File: config.mk
export PLATFORM = sky130hd
export DESIGN_NAME = pcpd_fifo
export DESIGN_NICKNAME = d
export VERILOG_FILES = /design/src/hw/rtl/pcpd_pkg.sv /design/src/hw/rtl/pcpd_fifo.sv
export SDC_FILE = /design/constraint.sdc
export NUM_CORES = 1
export LEC_CHECK = 0
export ABC_CLOCK_PERIOD_IN_PS = 2100
export BUFFER_PORTS_ARGS = -buffer_cell sky130_fd_sc_hd__buf_2
export CAP_MARGIN = 20
export CORE_ASPECT_RATIO = 1.5
export CORE_MARGIN = 2
export CORE_UTILIZATION = 55
export DETAILED_ROUTE_END_ITERATION = 7
export PLACE_DENSITY = 0.76
export SYNTH_ARGS = -nofsm -noshare
export SYNTH_HDL_FRONTEND = slang
export SYNTH_SLANG_ARGS = --single-unit
File: constraint.sdc
create_clock -name clk -period 2.1 [get_ports clk]
set_clock_uncertainty 0.2 [all_clocks]
set_input_delay 0.105 -clock clk [delete_from_list [all_inputs] [get_ports clk]]
set_output_delay 0.105 -clock clk [all_outputs]
set_load 0.005 [all_outputs]
File: src/hw/rtl/pcpd_pkg.sv
// Shared constants for the peak-correlation phase derotator.
`timescale 1ns / 1ps

package pcpd_pkg;

  localparam int DEF_SAMPLE_BITS = 16;
  localparam int DEF_PHASE_BITS  = 16;
  localparam int SCORE_BITS      = 16;
  localparam int WIN_BITS        = 16;
  localparam logic [WIN_BITS-1:0] WINDOW_RESET = 16'd256;

  localparam int FIFO_DEPTH = 4;

  // CORDIC angle path: 32-bit signed turn fraction.
  localparam int ANGLE_BITS   = 32;
  localparam int CORDIC_STEPS = 24;
  localparam int GUARD_BITS   = 8;
  localparam int GAIN_BITS    = 30;
  localparam logic signed [GAIN_BITS-1:0] GAIN_Q28 = 30'sd163008219;
  localparam int ROUND_SHIFT  = 36;

  // atan(2^-k) in units of 2^-32 turn
  localparam logic [ANGLE_BITS-1:0] ATAN_TURNS [CORDIC_STEPS] = '{
    32'd536870912, 32'd316933406, 32'd167458907, 32'd85004756,
    32'd42667331,  32'd21354465,  32'd10679838,  32'd5340245,
    32'd2670163,   32'd1335087,   32'd667544,    32'd333772,
    32'd166886,    32'd83443,     32'd41722,     32'd20861,
    32'd10430,     32'd5215,      32'd2608,      32'd1304,
    32'd652,       32'd326,       32'd163,       32'd81
  };

endpackage

File: src/hw/rtl/pcpd_fifo.sv
// Small FIFO decoupling the front end from the rotation pipeline.
`timescale 1ns / 1ps

module pcpd_fifo #(
  parameter int WIDTH = 8,
  parameter int DEPTH = pcpd_pkg::FIFO_DEPTH
) (
  input  logic             clk,
  input  logic             rst_n,
  input  logic             push,
  input  logic [WIDTH-1:0] push_data,
  output logic             full,
  input  logic             pop,
  output logic             not_empty,
  output logic [WIDTH-1:0] pop_data
);

  localparam int PW = (DEPTH > 1) ? $clog2(DEPTH) : 1;
  localparam int CW = $clog2(DEPTH + 1);

  logic [WIDTH-1:0] mem [DEPTH];
  logic [PW-1:0]    wr_ptr_r, rd_ptr_r;
  logic [CW-1:0]    count_r;

  assign full      = (count_r == CW'(DEPTH));
  assign not_empty = (count_r != '0);
  assign pop_data  = mem[rd_ptr_r];

  always_ff @(posedge clk) begin
    if (push) begin
      mem[wr_ptr_r] <= push_data;
    end
  end

  always_ff @(posedge clk) begin
    if (!rst_n) begin
      wr_ptr_r <= '0;
      rd_ptr_r <= '0;
      count_r  <= '0;
    end else begin
      if (push) begin
        wr_ptr_r <= (wr_ptr_r == PW'(DEPTH - 1)) ? '0 : wr_ptr_r + 1'b1;
      end
      if (pop) begin
        rd_ptr_r <= (rd_ptr_r == PW'(DEPTH - 1)) ? '0 : rd_ptr_r + 1'b1;
      end
      if (push && !pop) begin
        count_r <= count_r + 1'b1;
      end else if (pop && !push) begin
        count_r <= count_r - 1'b1;
      end
    end
  end

endmodule

==> flow_summary.yaml, run 1 <==
placement:
  port_buffers: 21
  dpl_cell_area_mm2: 0.00176
  place_congestion: 0.659
  dpl.hpwl_um: 1700
cts:
  root_buffer: "clkbuf_8"
  path_clk_slew_ns: 0.08
  clock_sinks: 41
  numCtsBuffers: 5
  cts_tree: "yes"
  insertion_delay_ns: 0.29
  htreeDepth: 2
  cts_max_path_buffers: 2
global_route:
  grt_start_max_net_pins: 14
  grt_pass1_wl_um: 3840
  grt_pass1_vias: 881
  grt_remaining_overflow: 0
  track_usage: 0.172
  antenna_found_initial: 0
timing:
  slew_violations: 0
  tightestPinTransition_ns: 0.439
  slew_headroom: 0.707
  setup_viol: 0
  max_freq_mhz: 492
  final-hold-violation-count: 0
  finalCritPeriodShare: 0.968
  period_minus_slack_ns: 2.03
synthesis:
  synthCells: 86
  ys_seq_elements: 41
  yosys_warnings: 0
  syn-cell-area_mm2: 0.00162
  seq_area_frac_synth: 0.706
  syn_nets: 105
  yosysUniqueCellTypes: 20
  avgSynthCellArea_um2: 18.8
worst_setup_path:
  crit_fanout: 3
  worst-path-buf-inv: 4
  crit_family: "buffers and inverters"
  r2r-end: "count_r[2]"
  regToRegSetupSlack_ns: 0.43
  crit_path_start_kind: "input pin"
  cp_slowest_cell: "dlygate4sd3_1"
  cpPeakStageDelay_ns: 0.52
  crit_path_cell_trace: "dlygate4sd3_1 -> buf_2 -> inv_1 -> ha_2 -> inv_1 -> fa_1 -> xor2_1 -> or3_1 -> a21boi_1"
  crit_required_ns: 2.13
  crit_top_cell: "inv_1"
  worst-endpoint-arrival_ns: 2.06
  reg2reg_from: "count_r[0]"
  cp.depth: 9
  crit_path_end_kind: "flop"
  r2r_cells: 4
  worstSetupPathType: "input pin to flop"
job:
  drv_cap: 0
worst_hold_path:
  hp-start: "count_r[2]"
  min_path_cells: 2
  hold_path_class: "flop to flop"
  hold-path-endpoint: "count_r[2]"
power:
  finalPower_mw: 1.64
  powerDensity_mw_per_mm2: 832
  leakage_nw: 0.733
  peakVddDrop_mv: 0.663
die:
  core_area_mm2: 0.00285
  io_pins: 22
  die_y_um: 70.4
  start_util: 0.567
  dieArea_mm2: 0.00340
  fp.dieW_um: 48.3
  rows: 24
detailed_routing:
  avgRoutedWirePerCell_um: 15.2
  vias_per_cell: 5.21
  vias: 859
  drt_first_iter_violations: 15
  antenna_left: 0
  route.detailed.drc: 0
  routed_wl_um: 2500
  first_pass_iters: 4
outcome:
  status: "finished clean"
layout:
  nets: 144
  drive_above_1_share: 0.317
  antenna_cells: 0
  synthToLayoutAreaGrowth_pct: 21.7
  stdcell_area_mm2: 0.00197
==> worst reg2reg max path, cell delays in order, from the launching register on <==
cell and delay [ns]:
dfxtp_1 0.36, fa_1 0.45, xor2_1 0.17, or3_1 0.31, a21boi_1 0.13
==> stage by stage <==
stage,hold WS (ns),util,cells,setup WS (ns),setup TNS (ns)
floorplan,0.00387,-,86,0.510,0
global placement,0.114,0.618,145,0.375,0
detailed placement,0.123,0.618,145,0.296,0
CTS,0.321,0.686,164,0.0590,0
global route,0.367,0.690,165,-0.0120,-0.0120
finish,0.327,0.690,165,0.0678,0
==> layout make-up <==
type	instances	area [um^2]
multi-input combinational	39	447
inverter	4	15.0
timing repair buffer	34	230
tap	39	48.8
sequential	41	1140
clock buffer	5	68.8
clock inverter	3	17.5
fill	191	885
==> cell usage after synthesis (all sizes together) <==
cell type | n | share of area
o21a | 1 | 0.0046
nor2 | 1 | 0.0023
mux4 | 8 | 0.11
and2 | 5 | 0.019
fa | 1 | 0.012
mux2i | 4 | 0.025
dfxtp | 9 | 0.11
inv | 4 | 0.0093
a21boi | 1 | 0.0046
or3 | 2 | 0.0077
buf | 1 | 0.0070
nor2b | 5 | 0.019
xor2 | 1 | 0.0054
ha | 6 | 0.046
nor3b | 1 | 0.0046
edfxtp | 32 | 0.59
nor3 | 1 | 0.0031
o21ai | 1 | 0.0031
xnor2 | 1 | 0.0054
clkbuf | 1 | 0.0031
==> layer usage <==
layer | up-vias | global-route usage | routed length, um
li1 | 401 | - | -
met2 | 23 | 0.275 | 1380
met5 | - | 0 | 0
met1 | 427 | 0.184 | 925
met4 | 0 | 0.0901 | 60
met3 | 8 | 0.0646 | 137
==> flip-flops by register name, indices dropped and copies added (netlist names), named ones only <==
signal,count
wr_ptr_r,2
count_r,3
rd_ptr_r,2
mem,32
==> power breakdown <==
| part | switching (mW) | total (mW) | internal (mW) | leakage, nW |
|---|---|---|---|---|
| Combinational | 0.0872 | 0.199 | 0.112 | 0.321 |
| Clock | 0.257 | 0.486 | 0.229 | 0.0439 |
| Sequential | 0.0286 | 0.951 | 0.923 | 0.368 |
==> layout by cell type (no fill, tap or decap) <==
cell            n
edfxtp_1       32
buf_2          21
dlygate4sd3_1  11
dfxtp_1         9
mux4_2          8
and2_1          5
nor2b_1         5
ha_1            5
clkbuf_8        5
inv_1           4
mux2i_1         4
or3_1           2
clkinv_2        2
buf_4           2
nor3b_1         1
xnor2_1         1
nor2_1          1
nor3_1          1
o21a_1          1
xor2_1          1
o21ai_0         1
a21boi_1        1
fa_1            1
ha_2            1
clkinvlp_4      1
==> worst max path at each step <==
stage          startpoint         end
6_report              pop  count_r[2]
4_1_cts               pop  count_r[2]
5_1_grt               pop  count_r[2]
3_5_place_dp          pop  count_r[2]
2_1_floorplan  count_r[0]  count_r[2]
3_3_place_gp          pop  count_r[2]
==> kinds of logic after synthesis <==
logic type               Yosys count  synth area share
flip-flops                        41             0.706
AND/OR/NAND/NOR                   15            0.0565
multiplexers                      12             0.136
adder cells (fa/ha/maj)            7            0.0588
buffers and inverters              6            0.0193
AO/OA/AOI/OAI                      3            0.0124
XOR/XNOR                           2            0.0108
==> timing repair <==
action,4_1_cts,5_1_grt
setup buffers,0,1
hold buffers,11,0
resized for setup,0,1
endpoints found under the hold margin,41,0
setup endpoints to repair,0,1
Power figures use the tool's default switching activity.
==> inputs of run 2 (changes only) <==
==> config.mk (replaced) <==
export PLATFORM = sky130hd
export DESIGN_NAME = pcpd_fifo
export DESIGN_NICKNAME = d
export VERILOG_FILES = /design/src/hw/rtl/pcpd_pkg.sv /design/src/hw/rtl/pcpd_fifo.sv
export SDC_FILE = /design/constraint.sdc
export NUM_CORES = 1
export LEC_CHECK = 0
export ABC_CLOCK_PERIOD_IN_PS = 2400
export BUFFER_PORTS_ARGS = -buffer_cell sky130_fd_sc_hd__buf_2
export CORE_ASPECT_RATIO = 1.5
export CORE_MARGIN = 2
export CORE_UTILIZATION = 59
export DETAILED_ROUTE_END_ITERATION = 7
export PLACE_DENSITY = 0.81
export SYNTH_ARGS = -nofsm -noshare
export SYNTH_HDL_FRONTEND = slang
export SYNTH_SLANG_ARGS = --single-unit
==> constraint.sdc (replaced) <==
create_clock -name clk -period 2.4 [get_ports clk]
set_clock_uncertainty 0.2 [all_clocks]
set_input_delay 0.12 -clock clk [delete_from_list [all_inputs] [get_ports clk]]
set_output_delay 0.12 -clock clk [all_outputs]
set_load 0.005 [all_outputs]
==> run 2 against run 1 <==
Register-to-register slack gained 0.29 ns. Critical path depth is the same. Clock power shrank 4.5%. Global-route usage grew 2.1 points. Routed wire length shrank 1.7%. Non-clock buffer count shrank 3. Sequential power shrank 12%. Count of clock-buffer cells in the layout grew 1. Worst hold slack lost 0.32 ns. Critical endpoint unchanged.
==> flow_summary.yaml, run 2 (same netlist as run 1, synthesis figures left out) <==
timing:
  finalCritPeriodShare: 0.857
  tightestPinTransition_ns: 0.529
  period_minus_slack_ns: 2.06
  final-hold-violation-count: 0
  slew_headroom: 0.647
  slew_violations: 0
  setup_viol: 0
  max_freq_mhz: 486
  setup_tns_ns: 0
  finalWorstSetupSlack_ns: 0.344
  rsz0062_at_grt: "false"
job:
  drv_cap: 0
worst_setup_path:
  regToRegSetupSlack_ns: 0.72
  reg2reg_from: "count_r[0]"
  crit_fanout: 3
  critPathLaunch: "pop"
  r2r_cells: 4
  r2r-end: "count_r[2]"
  worst-endpoint-arrival_ns: 2.09
  endpoint: "count_r[2]"
  crit_path_start_kind: "input pin"
  crit_path_end_kind: "flop"
  crit_required_ns: 2.44
  worstSetupPathType: "input pin to flop"
power:
  leakage_nw: 0.727
  finalPower_mw: 1.46
  peakVddDrop_mv: 0.458
  powerDensity_mw_per_mm2: 751
layout:
  reg_top3: "mem (32), count_r (3)"
  layout_commonest_cell: "edfxtp_1"
  stdcell_area_mm2: 0.00195
  antenna_cells: 0
  drive_above_1_share: 0.301
  nets: 141
  final_cell_mix: "edfxtp_1 (32), buf_2 (21), dlygate4sd3_1 (10)"
  layoutNonFillerInstCount: 160
  largest_register: "mem"
  largest_register_ffs: 32
  synthToLayoutAreaGrowth_pct: 20.5
detailed_routing:
  antenna_left: 0
  route.detailed.drc: 0
  vias_per_cell: 5.22
  drt_first_iter_violations: 27
  routed_wl_um: 2460
  avgRoutedWirePerCell_um: 15.4
  vias: 835
  first_pass_iters: 3
cts:
  insertion_delay_ns: 0.29
  cts_tree: "yes"
  cts_resized: 0
  path_clk_slew_ns: 0.08
  postCtsSetupBuffers: 0
  root_buffer: "clkbuf_8"
  htreeDepth: 2
  numCtsBuffers: 5
  clock_sinks: 41
  cts_max_path_buffers: 2
global_route:
  grt_remaining_overflow: 0
  track_usage: 0.192
  grt_pass1_vias: 911
  grt_start_max_net_pins: 14
  antenna_found_initial: 0
  grt_pass1_wl_um: 3930
placement:
  place_congestion: 0.631
  dpl.cell_count: 142
  dpl.hpwl_um: 1700
  dpl_cell_area_mm2: 0.00175
  pre_cts_slack_ns: 0.568
  port_buffers: 21
outcome:
  status: "finished clean"
die:
  fp.dieW_um: 46.7
  core_area_mm2: 0.00265
  io_pins: 22
  rows: 23
  dieArea_mm2: 0.00318
  die_y_um: 68.1
  start_util: 0.611
worst_hold_path:
  hold_path_class: "input pin to flop"
run 2: cell types whose count changed in the layout (fill, tap and decap cells not counted), sizes merged:
cell,delta
buf,-2
clkbuf,+1
clkinvlp,-1
dlygate4sd3,-1
run 2: cell type report:
| class | count | area (um^2) |
|---|---|---|
| timing repair buffer | 31 | 205 |
| sequential | 41 | 1140 |
| multi-input combinational | 39 | 444 |
| inverter | 4 | 15.0 |
| tap | 37 | 46.3 |
| clock buffer | 6 | 82.6 |
| clock inverter | 2 | 13.8 |
| fill | 193 | 699 |
run 2: critical path, cell delays in order:
cell and delay (ns):
dlygate4sd3_1 0.52, buf_2 0.14, inv_1 0.08, ha_1 0.18, inv_1 0.07, fa_1 0.37
xor2_1 0.16, or3_1 0.32, a21boi_1 0.14
run 2: stage by stage:
| step | hold WS, ns | utilization |
|---|---|---|
| 3_3_place_gp | 0.129 | 0.662 |
| 2_1_floorplan | 0.0189 | - |
| 5_1_grt | 0.0519 | 0.736 |
| 3_5_place_dp | 0.139 | 0.662 |
| 6_report | 0.00521 | 0.736 |
| 4_1_cts | 0.000772 | 0.736 |
run 2: what timing repair did:
item | CTS | global route
setup endpoints to repair | 0 | 0
hold endpoints to repair | 41 | 0
hold buffers | 10 | 0
run 2: metal layers:
layer  wire length [um]  global-route usage
met1                887               0.181
met2               1410               0.347
met3                115              0.0818
met4                 48              0.0833
met5                  0                   0
run 2: worst min path at each step:
stage | slack, ns | cells past startpoint | end | start
3_3_place_gp | 0.13 | 1 | mem[2][4] | push_data[4]
6_report | 0.005 | 3 | wr_ptr_r[1] | push
4_1_cts | 0.0008 | 3 | wr_ptr_r[1] | push
5_1_grt | 0.05 | 3 | wr_ptr_r[1] | push
2_1_floorplan | 0.02 | 0 | mem[0][0] | push_data[0]
3_5_place_dp | 0.14 | 1 | mem[1][4] | push_data[4]
run 2: report_power, final:
part           switching (mW)  internal, mW
combinational          0.0678        0.0933
sequential             0.0302         0.807
clock                   0.231         0.233
