[src/hw/rtl/pcpd_pkg.sv]
// Shared constants for the peak-correlation phase derotator.
`timescale 1ns / 1ps

package pcpd_pkg;

  localparam int DEF_SAMPLE_BITS = 16;
  localparam int DEF_PHASE_BITS  = 16;
  localparam int SCORE_BITS      = 16;
  localparam int WIN_BITS        = 16;
  localparam logic [WIN_BITS-1:0] WINDOW_RESET = 16'd256;

  localparam int FIFO_DEPTH = 4;

  // CORDIC angle path: 32-bit signed turn fraction.
  localparam int ANGLE_BITS   = 32;
  localparam int CORDIC_STEPS = 24;
  localparam int GUARD_BITS   = 8;
  localparam int GAIN_BITS    = 30;
  localparam logic signed [GAIN_BITS-1:0] GAIN_Q28 = 30'sd163008219;
  localparam int ROUND_SHIFT  = 36;

  // atan(2^-k) in units of 2^-32 turn
  localparam logic [ANGLE_BITS-1:0] ATAN_TURNS [CORDIC_STEPS] = '{
    32'd536870912, 32'd316933406, 32'd167458907, 32'd85004756,
    32'd42667331,  32'd21354465,  32'd10679838,  32'd5340245,
    32'd2670163,   32'd1335087,   32'd667544,    32'd333772,
    32'd166886,    32'd83443,     32'd41722,     32'd20861,
    32'd10430,     32'd5215,      32'd2608,      32'd1304,
    32'd652,       32'd326,       32'd163,       32'd81
  };

endpackage

[src/hw/rtl/pcpd_front.sv]
// Front end: window/tag tracking and phase selection per accepted sample.
`timescale 1ns / 1ps

module pcpd_front #(
  parameter int SAMPLE_BITS = pcpd_pkg::DEF_SAMPLE_BITS,
  parameter int PHASE_BITS  = pcpd_pkg::DEF_PHASE_BITS
) (
  input  logic                              clk,
  input  logic                              rst_n,
  input  logic                              cfg_wr_en,
  input  logic [pcpd_pkg::WIN_BITS-1:0]     cfg_wr_data,
  input  logic                              xfer,
  input  logic signed [SAMPLE_BITS-1:0]     sample_i,
  input  logic signed [SAMPLE_BITS-1:0]     sample_q,
  input  logic                              tag_present,
  input  logic signed [PHASE_BITS-1:0]      tag_phase,
  input  logic signed [pcpd_pkg::SCORE_BITS-1:0] tag_score,
  output logic                              push,
  output logic [2*SAMPLE_BITS+PHASE_BITS-1:0] push_data
);

  logic [pcpd_pkg::WIN_BITS-1:0]          win_len_r;
  logic                                   open_r, open_nxt;
  logic [pcpd_pkg::WIN_BITS-1:0]          cnt_r, cnt_nxt, cnt_mid;
  logic signed [pcpd_pkg::SCORE_BITS-1:0] best_r, best_nxt;
  logic signed [PHASE_BITS-1:0]           phase_r, phase_nxt;

  always_comb begin
    cnt_mid   = cnt_r;
    best_nxt  = best_r;
    phase_nxt = phase_r;
    if (tag_present) begin
      if (!open_r) begin
        cnt_mid   = win_len_r;
        best_nxt  = tag_score;
        phase_nxt = tag_phase;
      end else if (tag_score > best_r) begin
        best_nxt  = tag_score;
        phase_nxt = tag_phase;
      end
    end
    cnt_nxt  = (cnt_mid == '0) ? '0 : cnt_mid - 1'b1;
    open_nxt = (cnt_nxt != '0);
  end

  always_ff @(posedge clk) begin
    if (!rst_n) begin
      win_len_r <= pcpd_pkg::WINDOW_RESET;
      open_r    <= 1'b0;
      cnt_r     <= '0;
      best_r    <= '0;
      phase_r   <= '0;
    end else begin
      if (cfg_wr_en) begin
        win_len_r <= cfg_wr_data;
      end
      if (xfer) begin
        open_r  <= open_nxt;
        cnt_r   <= cnt_nxt;
        best_r  <= best_nxt;
        phase_r <= phase_nxt;
      end
    end
  end

  // sample goes out with the phase as it stands after this sample's tag
  assign push      = xfer;
  assign push_data = {sample_i, sample_q, phase_nxt};

endmodule

[config.mk]
export PLATFORM = sky130hd
export DESIGN_NAME = pcpd_front
export DESIGN_NICKNAME = d
export VERILOG_FILES = /design/src/hw/rtl/pcpd_pkg.sv /design/src/hw/rtl/pcpd_front.sv
export SDC_FILE = /design/constraint.sdc
export NUM_CORES = 1
export LEC_CHECK = 0
export BUFFER_PORTS_ARGS = -buffer_cell sky130_fd_sc_hd__buf_2
export CORE_ASPECT_RATIO = 1.5
export CORE_MARGIN = 3
export CORE_UTILIZATION = 30
export CTS_BUF_LIST = sky130_fd_sc_hd__clkbuf_8
export DETAILED_ROUTE_END_ITERATION = 10
export GPL_TIMING_DRIVEN = 0
export HOLD_SLACK_MARGIN = 0.08
export SETUP_SLACK_MARGIN = 0.3
export SLEW_MARGIN = 20
export SYNTH_ARGS = -nofsm -noshare
export SYNTH_HDL_FRONTEND = slang
export SYNTH_SLANG_ARGS = --single-unit
[constraint.sdc]
create_clock -name clk -period 8 [get_ports clk]
set_input_delay 0.4 -clock clk [delete_from_list [all_inputs] [get_ports clk]]
set_output_delay 0.4 -clock clk [all_outputs]
set_load 0.02 [all_outputs]
==> results.md, run 1 <==
- Run status: finished, final reports clean
- Floorplan die area: 15780 µm²
- Via/cell ratio: 4.704
- Routed wire length: 11220 µm
- Most common cell in the synthesized netlist: sky130_fd_sc_hd__nand2_1
- Depth of the worst register-to-register path: 14
- Core box area: 13730 µm²
- Most area-consuming cells after synthesis: sky130_fd_sc_hd__dfxtp_1, sky130_fd_sc_hd__mux2i_1, sky130_fd_sc_hd__nand2_1, sky130_fd_sc_hd__buf_4, sky130_fd_sc_hd__mux2_2
- Async set-reset flop share out of synthesis: 0%
- Most area-hungry cell type in the Yosys netlist: sky130_fd_sc_hd__dfxtp_1
- Type of origin of the critical path: flip-flop
- Count of different cell masters after synthesis: 54
- Worst Hold Launch: cfg_wr_data[8]
- First-pass iteration count of the detailed router: 4
- Number of buffers inserted by post-CTS setup repair: 0
- First-pass GRT wire length: 18840 µm
- Layout cell share with drive strength beyond 1: 30.81%
- Nets: 704
- Endpoint of the most critical register-to-register path: cnt_r[3]
- Tmin final: 3.952 ns
- Path type of the worst setup path: flip-flop to output port
- Most common library cells after synthesis: sky130_fd_sc_hd__nand2_1, sky130_fd_sc_hd__dfxtp_1, sky130_fd_sc_hd__mux2i_1
- Net count after synthesis: 594
- Number of warnings reported in the yosys synthesis log: 0
- Number of CTS-inserted buffers: 9
- Post_cts resized: 0
- Core Rows: 52
- Clock Latency Late Sink: 0.36 ns
- Remaining global-route overflow: 0
- Via count of the first global-routing pass: 3943
- Power density cells: 202.7 nW/µm²
- Weighted congestion reported at the end of routability-driven placement: 0.8782
- Crit path capture type: output port
- Maximum number of pins on one net before global-route repair: 12
- Area overhead of the layout relative to synthesis: 22.23%
- Hold-critical path depth: 3
- Fin Clk Skew: 0.008540 ns
- Required time at the worst-slack endpoint: 7.60 ns
- Post-synthesis instance area: 4284 µm²
- Total track usage: 14.28%
- Path class of the lowest-slack min-delay path: input port to flip-flop
- Total power: 1.061 mW
- Clock tree from TritonCTS: yes
- Initial antenna violation count: 0
- Maximum operating frequency: 0.2530 GHz
- Largest driver fanout on the critical path: 10
- Final Cycle Share: 49.40%
- Number of remaining DRC errors: 0
- Number of H-tree branching levels: 3
- CTS hold repair buffers: 0
- Final design utilization: 38.14%
- Vias: 3744
- Number of nets with antenna violations after routing: 0
- Worst-path clk slew: 0.07 ns
- Relative slew margins: 48.18%
- Mapped Cells: 492
- Post-Syn Area per Cell: 8.708 µm²
- Maximum Capacitance Violations: 0
- Sequential cell area fraction in the yosys report: 30.37%
- Count of boundary I/O pins: 134
- Non-Filler Instances: 796
- Slack of the worst reg-to-reg path: 4.21 ns
- Horizontal extent of the die: 103.6 µm
- DIE HEIGHT: 152.4 µm
- Top_reg_cell synth: sky130_fd_sc_hd__dfxtp_1
- Number of flops mapped to enable cells by yosys: 0
- Worst vdd ir: 106.1 µV
- CTS max path bufs: 2
- Antenna diode count: 0
- Number of sinks on the clock net: 65
- Routed wirelength normalized by instance count: 14.10 µm
- Least-Margin Pin Slew: 0.7773 ns
- Final Hold Viols: 0
- Static leakage: 2.312 nW
- DRC marker count from the first detailed-route iteration: 114
- Worst EP arrival: 3.55 ns
- Starting density of the core: 31.21%
- Startpoint of the worst-slack reg-to-reg timing path: open_r
- Cell Count Post-Placement: 780
- Fin Setup TNS: 0 ns
- Count of final setup violators: 0
- Fin. max-slew vios: 0
- Yosys reg bits: 65
- Post-detail-place hpwl: 8889 µm
- Post-synth top area share: 30.37%
- Placement-stage worst setup slack: 3.976 ns
- RSZ-0062 raised after global routing: false
- Count of input and output buffers: 99
- CTS Root Cell: sky130_fd_sc_hd__clkbuf_8
- Setup slack of the critical path after layout: 4.048 ns
- Worst hold endpoint: win_len_r[8]
[worst max-delay path, stage by stage, from the launching register on]
cell                       delay, ns
sky130_fd_sc_hd__dfxtp_1        0.35
sky130_fd_sc_hd__inv_1          0.06
sky130_fd_sc_hd__ha_1           0.31
sky130_fd_sc_hd__nand4_1        0.16
sky130_fd_sc_hd__a2111o_1       0.37
sky130_fd_sc_hd__o211ai_1       0.18
sky130_fd_sc_hd__xor2_1         0.12
sky130_fd_sc_hd__o21ai_1        0.55
sky130_fd_sc_hd__clkbuf_1       0.53
sky130_fd_sc_hd__mux2_2         0.40
sky130_fd_sc_hd__buf_2          0.16
[kinds of logic after synthesis]
| group | count (synthesis) | synth area share (%) |
|---|---|---|
| adders and majority gates | 17 | 4.965 |
| and+or+nand+nor | 177 | 20.65 |
| buffers and inverters | 79 | 10.84 |
| xor gates and xnor gates | 15 | 3.067 |
| muxes | 84 | 20.27 |
| DFF | 65 | 30.37 |
| AOI/OAI and AO/OA | 55 | 9.842 |
[report_power, final]
| part | internal (mW) | switching [mW] |
|---|---|---|
| Clock | 0.182 | 0.139 |
| Sequential | 0.355 | 0.0272 |
| Combinational | 0.165 | 0.194 |
| Total | 0.702 | 0.359 |
[final cells by class]
| class | instances | area [µm²] |
|---|---|---|
| fill | 1456 | 8492 |
| multi-input combinational | 348 | 2519 |
| sequential | 65 | 1301 |
| timing repair buffer | 99 | 495.5 |
| buffer | 60 | 392.9 |
| tap | 189 | 236.5 |
| clock buffer | 10 | 137.6 |
| clock inverter | 6 | 82.58 |
| inverter | 19 | 71.32 |
[registers in the layout, summed over array words and instances, names as in the netlist]
register / cells
win_len_r: 16
best_r: 16
phase_r: 16
cnt_r: 16
open_r: 1
[placed cells by master (no fill, tap or decap), types with 3 or more instances in the layout]
cell / synthesis / routed
sky130_fd_sc_hd__nand2_1: 76 / 76
sky130_fd_sc_hd__a21oi_1: 10 / 10
sky130_fd_sc_hd__nor3_1: 10 / 10
sky130_fd_sc_hd__nor4_1: 4 / 4
sky130_fd_sc_hd__nand4_1: 6 / 6
sky130_fd_sc_hd__clkbuf_8: 0 / 10
sky130_fd_sc_hd__nand3_1: 10 / 10
sky130_fd_sc_hd__o21ai_1: 3 / 3
sky130_fd_sc_hd__mux2_2: 19 / 19
sky130_fd_sc_hd__or3b_2: 3 / 3
sky130_fd_sc_hd__nor2b_1: 19 / 19
sky130_fd_sc_hd__a21boi_0: 11 / 11
sky130_fd_sc_hd__nor2_1: 17 / 17
sky130_fd_sc_hd__buf_1: 4 / 4
sky130_fd_sc_hd__ha_1: 17 / 17
sky130_fd_sc_hd__nor3b_1: 3 / 3
sky130_fd_sc_hd__or4_1: 5 / 5
sky130_fd_sc_hd__o21ai_0: 8 / 8
sky130_fd_sc_hd__buf_2: 2 / 101
sky130_fd_sc_hd__nand2b_1: 13 / 13
sky130_fd_sc_hd__dfxtp_1: 65 / 65
sky130_fd_sc_hd__inv_1: 19 / 20
sky130_fd_sc_hd__clkbuf_1: 14 / 14
sky130_fd_sc_hd__o21a_1: 3 / 3
sky130_fd_sc_hd__mux2i_1: 64 / 64
sky130_fd_sc_hd__buf_6: 4 / 4
sky130_fd_sc_hd__xor2_1: 7 / 7
sky130_fd_sc_hd__xnor2_1: 8 / 8
sky130_fd_sc_hd__buf_4: 36 / 36
[per-stage QoR]
step                      hold slack, ns  area, µm²
after detailed placement          0.4482       5016
after floorplan                   0.4322       4284
final                             0.2598       5236
after global placement            0.4400       5016
after CTS                         0.2489       5236
after global routing              0.2716       5236
[worst max-delay path by stage]
| stage | start | endpoint | slack [ns] | cells past startpoint |
|---|---|---|---|---|
| global route | best_r[5] | push_data[8] | 3.71 | 11 |
| detailed placement | tag_present | cnt_r[3] | 3.98 | 15 |
| finish | best_r[11] | push_data[5] | 4.05 | 10 |
| floorplan | tag_present | cnt_r[3] | 4.66 | 13 |
| CTS | best_r[1] | push_data[5] | 3.95 | 11 |
| global placement | tag_present | cnt_r[3] | 4.00 | 15 |
[routing by layer]
layer,up-vias,GRT usage (%),share of wire [%]
met2,120,26.84,52
met3,21,2.671,5.7
met1,1715,15.21,40
li1,1888,-,-
met5,-,0,0
met4,0,6.781,2.6
Note: power is estimated with default switching activity, not from simulation.
==> inputs of run 2 (changes only) <==
--- a/config.mk
+++ b/config.mk
@@ -5,6 +5,7 @@
 export SDC_FILE = /design/constraint.sdc
 export NUM_CORES = 1
 export LEC_CHECK = 0
+export ABC_AREA = 1
 export BUFFER_PORTS_ARGS = -buffer_cell sky130_fd_sc_hd__buf_2
 export CORE_ASPECT_RATIO = 1.5
 export CORE_MARGIN = 3
==> constraint.sdc (replaced) <==
create_clock -name clk -period 3.8 [get_ports clk]
set_input_delay 0.19 -clock clk [delete_from_list [all_inputs] [get_ports clk]]
set_output_delay 0.19 -clock clk [all_outputs]
set_load 0.02 [all_outputs]
==> results.md, run 2 <==
- Sequential cell area fraction in the yosys report: 29.85% (-0.52 points)
- Maximum Capacitance Violations: 0 (unchanged)
- First-pass iteration count of the detailed router: 6 (+2)
- Number of sinks on the clock net: 65 (unchanged)
- Power density cells: 397.3 nW/µm² (+96%)
- Count of final setup violators: 0 (unchanged)
- Count of boundary I/O pins: 134 (unchanged)
- Most common library cells after synthesis: sky130_fd_sc_hd__nand2_1, sky130_fd_sc_hd__nor2_1, sky130_fd_sc_hd__a21oi_1
- Total internal power: 1.390 mW (+98%)
- Net count after synthesis: 784 (+32%)
- Post-detail-place hpwl: 10010 µm (+13%)
- Largest driver fanout on the critical path: 10 (unchanged)
- Worst Path Buf+Inv: 4 (+1)
- Floorplan die area: 16040 µm² (+1.7%)
- Hold-critical path depth: 3 (unchanged)
- Cell Count Post-Placement: 973 (+25%)
- RSZ-0062 raised after global routing: false
- CTS Root Cell: sky130_fd_sc_hd__clkbuf_8
- Depth of the worst register-to-register path: 15 (+1)
- Number of buffers inserted by post-CTS setup repair: 0 (unchanged)
- DRC marker count from the first detailed-route iteration: 177 (+55%)
- Synthesized-area fraction occupied by adder cells: 4.879% (-0.086 points)
- Proportion of power drawn by the clock network: 31.5% (+1.3 points)
- Non-Filler Instances: 993 (+25%)
- Async set-reset flop share out of synthesis: 0% (unchanged)
- Maximum number of pins on one net before global-route repair: 11 (-1)
- Most area-consuming cells after synthesis: sky130_fd_sc_hd__dfxtp_1, sky130_fd_sc_hd__nand2_1, sky130_fd_sc_hd__a21oi_1, sky130_fd_sc_hd__nor2_1, sky130_fd_sc_hd__inv_1
- Most area-hungry cell type in the Yosys netlist: sky130_fd_sc_hd__dfxtp_1
- Post-Syn Area per Cell: 6.392 µm² (-27%)
- Run status: finished, final reports clean
- Top_reg_cell synth: sky130_fd_sc_hd__dfxtp_1
- Register share of total power: 36.4% (+0.4 points)
- Required time at the worst-slack endpoint: 3.61 ns (-3.99 ns)
- Final Hold Viols: 0 (unchanged)
- Number of H-tree branching levels: 3 (unchanged)
- Number of nets with antenna violations after routing: 0 (unchanged)
- Number of warnings reported in the yosys synthesis log: 0 (unchanged)
- Synth Area in Simple Gates: 33.70% (+13 points)
- CTS max path bufs: 2 (unchanged)
- Parity-gate share of the synthesized area counting xor and xnor cells: 0% (-3.1 points)
- Via count of the first global-routing pass: 4322 (+9.6%)
- Clock tree from TritonCTS: yes
- Comb pwr share: 32.1% (-1.7 points)
- Routed wirelength normalized by instance count: 12.86 µm (-8.8%)
- Share of cell area taken by muxes after synthesis: 0% (-20 points)
- Startpoint of the worst-slack reg-to-reg timing path: open_r
- Type of origin of the critical path: flip-flop
- Number of CTS-inserted buffers: 9 (unchanged)
- Worst Hold Launch: cfg_wr_data[4]
- Path type of the worst setup path: flip-flop to output port
- Weighted congestion reported at the end of routability-driven placement: 0.9900 (+13%)
- Most common cell in the synthesized netlist: sky130_fd_sc_hd__nand2_1
- Layout cell share with drive strength beyond 1: 23.47% (-7.3 points)
- Maximum operating frequency: 0.3376 GHz
- Via/cell ratio: 4.608 (-2.0%)
- Worst vdd ir: 262.6 µV (+150%)
- Slack of the worst reg-to-reg path: 1.31 ns (-2.90 ns)
- Nets: 898 (+28%)
- Static leakage: 2.697 nW (+17%)
- Path class of the lowest-slack min-delay path: input port to flip-flop
- Clock Latency Late Sink: 0.35 ns (about the same)
- DIE HEIGHT: 153.6 µm (+0.84%)
- Core Rows: 53 (+1.9%)
- Number of inserted filler cells in the final layout: 1592 (+9.3%)
- Fin Setup TNS: 0 ns (unchanged)
- Top cell family by delay on the critical path: buffers and inverters
- Biggest cell delay along the critical path: 0.33 ns (-0.22 ns)
- Leading cell types in the layout, fill and taps excluded: sky130_fd_sc_hd__nand2_1, sky130_fd_sc_hd__buf_2, sky130_fd_sc_hd__nor2_1, sky130_fd_sc_hd__a21oi_1, sky130_fd_sc_hd__inv_1
- Number of remaining DRC errors: 0 (unchanged)
- Routed wire length: 12770 µm (+14%)
- Post-synth top area share: 29.85% (-0.52 points)
- Final Cycle Share: 77.95%
- Relative slew margins: 61.14% (+13 points)
- Fraction of the mapped netlist area in compound gates: 14.90% (+5.1 points)
- CP dominant cell by count: sky130_fd_sc_hd__nand2_1
- Number of flops mapped to enable cells by yosys: 0 (unchanged)
- Core box area: 14120 µm² (+2.9%)
- Count of input and output buffers: 99 (unchanged)
- Yosys reg bits: 65 (unchanged)
- Count of different cell masters after synthesis: 29 (-46%)
- Switching Power: 0.7386 mW (+110%)
- Initial antenna violation count: 0 (unchanged)
- Worst-path clk slew: 0.07 ns (about the same)
- Starting density of the core: 30.86% (-0.34 points)
- Least-Margin Pin Slew: 0.5830 ns (-0.1943 ns)
- Post-synthesis instance area: 4359 µm² (+1.8%)
- Switching share of power: 34.70% (+0.82 points)
- First-pass GRT wire length: 20460 µm (+8.6%)
- Tmin final: 2.962 ns
- Most common cell after layout, fill and taps aside: sky130_fd_sc_hd__nand2_1
- Total track usage: 15.74% (+1.5 points)
- Fin Clk Skew: 0.01265 ns (+0.004113 ns)
- Hold Worst Slack: 0.1259 ns (-0.1339 ns)
- Worst hold endpoint: win_len_r[4]
- Crit path capture type: output port
- Remaining global-route overflow: 0 (unchanged)
- Area overhead of the layout relative to synthesis: 22.90%
- Combinational family with the most area after synthesis: simple AND/OR/NAND/NOR gates
- Antenna diode count: 0 (unchanged)
- CTS hold repair buffers: 4 (+4)
- Endpoint of the most critical register-to-register path: open_r
- Mapped Cells: 682 (+39%)
- Post_cts resized: 0 (unchanged)
- Fin. max-slew vios: 0 (unchanged)
- Slowest cell on crit path: sky130_fd_sc_hd__dfxtp_1
- Vias: 4576 (+22%)
- Horizontal extent of the die: 104.4 µm (+0.82%)
- Worst EP arrival: 2.77 ns (-0.78 ns)
- Sequence of cells on the critical path: inv_1 -> ha_1 -> a21oi_1 -> nor2_1 -> nor3_1 -> nand2_1 -> nand2_1 -> nand2_1 -> nand2_1 -> nand3_1 -> nand2_1 -> buf_2 -> buf_2 -> nor2_1 -> a21oi_1 -> buf_2
run 2: cell count changes after synthesis, moves of 11 or more:
cell | before | now
sky130_fd_sc_hd__nand3b_1 | 2 | 16
sky130_fd_sc_hd__nand3_1 | 10 | 51
sky130_fd_sc_hd__nand2_2 | 0 | 12
sky130_fd_sc_hd__mux2_2 | 19 | 0
sky130_fd_sc_hd__a21oi_1 | 10 | 82
sky130_fd_sc_hd__a21boi_0 | 11 | 0
sky130_fd_sc_hd__inv_1 | 19 | 76
sky130_fd_sc_hd__nor2_1 | 17 | 88
sky130_fd_sc_hd__mux2i_1 | 64 | 0
sky130_fd_sc_hd__o21ai_0 | 8 | 37
sky130_fd_sc_hd__nand2b_1 | 13 | 0
sky130_fd_sc_hd__nor2b_1 | 19 | 0
sky130_fd_sc_hd__nand2_1 | 76 | 138
run 2: cell type report:
| cell class | instances | area, µm² | area share [%] |
|---|---|---|---|
| clock buffer | 11 | 151.4 | 2.826 |
| timing repair buffer | 103 | 535.5 | 9.995 |
| sequential | 65 | 1301 | 24.29 |
| tap | 192 | 240.2 | 4.484 |
| inverter | 80 | 302.8 | 5.652 |
| multi-input combinational | 469 | 2331 | 43.51 |
| buffer | 68 | 424.2 | 7.917 |
| clock inverter | 5 | 71.32 | 1.331 |
run 2: power groups by stage:
stage	Combinational, mW	Clock (mW)	Sequential, mW
detailed placement	0.683	0	0.791
finish	0.684	0.670	0.775
global placement	0.682	0	0.790
global route	0.772	0.704	0.782
CTS	0.690	0.682	0.775
floorplan	0.495	0	0.782
run 2: worst max-delay path by stage:
stage,startpoint,to,cells past startpoint
after floorplan,best_r[13],push_data[10],15
after global placement,best_r[5],push_data[12],16
after detailed placement,best_r[5],push_data[12],16
after CTS,best_r[5],push_data[12],16
after global routing,best_r[5],push_data[15],16
final,best_r[5],push_data[15],16
run 2: routing by layer:
metal,global-route usage [%],share of wire [%],vias up
li1,-,-,2375
met1,15.60,36,1992
met2,29.21,51,176
met3,2.268,5.7,33
met4,11.91,6.8,0
met5,0,0,-
run 2: worst reg2reg max path, stage by stage, from the launching register on:
cell,delay [ns]
sky130_fd_sc_hd__dfxtp_1,0.45
sky130_fd_sc_hd__inv_4,0.10
sky130_fd_sc_hd__nand2_8,0.11
sky130_fd_sc_hd__buf_6,0.16
sky130_fd_sc_hd__nand2_2,0.07
sky130_fd_sc_hd__nand2_2,0.08
sky130_fd_sc_hd__ha_1,0.20
sky130_fd_sc_hd__nand3_2,0.15
sky130_fd_sc_hd__nor2_2,0.26
sky130_fd_sc_hd__nand3_1,0.21
sky130_fd_sc_hd__nand3_1,0.16
sky130_fd_sc_hd__nand2_1,0.08
sky130_fd_sc_hd__nor2_1,0.09
sky130_fd_sc_hd__nand2_1,0.08
sky130_fd_sc_hd__nor2_1,0.12
sky130_fd_sc_hd__nor2_1,0.05
run 2: through the flow:
| step | cell area, µm² | power [mW] | utilization (%) | setup WS, ns |
|---|---|---|---|---|
| 6_report | 5358 | 2.129 | 37.93 | 0.8379 |
| 5_1_grt | 5358 | 2.259 | 37.93 | 0.4622 |
| 4_1_cts | 5358 | 2.148 | 37.93 | 0.7598 |
| 3_5_place_dp | 5095 | 1.473 | 36.07 | 1.166 |
| 3_3_place_gp | 5095 | 1.472 | 36.07 | 1.170 |
| 2_1_floorplan | 4359 | 1.278 | - | 1.498 |
run 2: cells by family (layout without fill, tap and decap cells):
group / Yosys count / count (layout)
flops: 65 / 65
buf+inv: 148 / 267
simple gates: 325 / 325
fa+ha+maj: 17 / 17
compound gates: 127 / 127
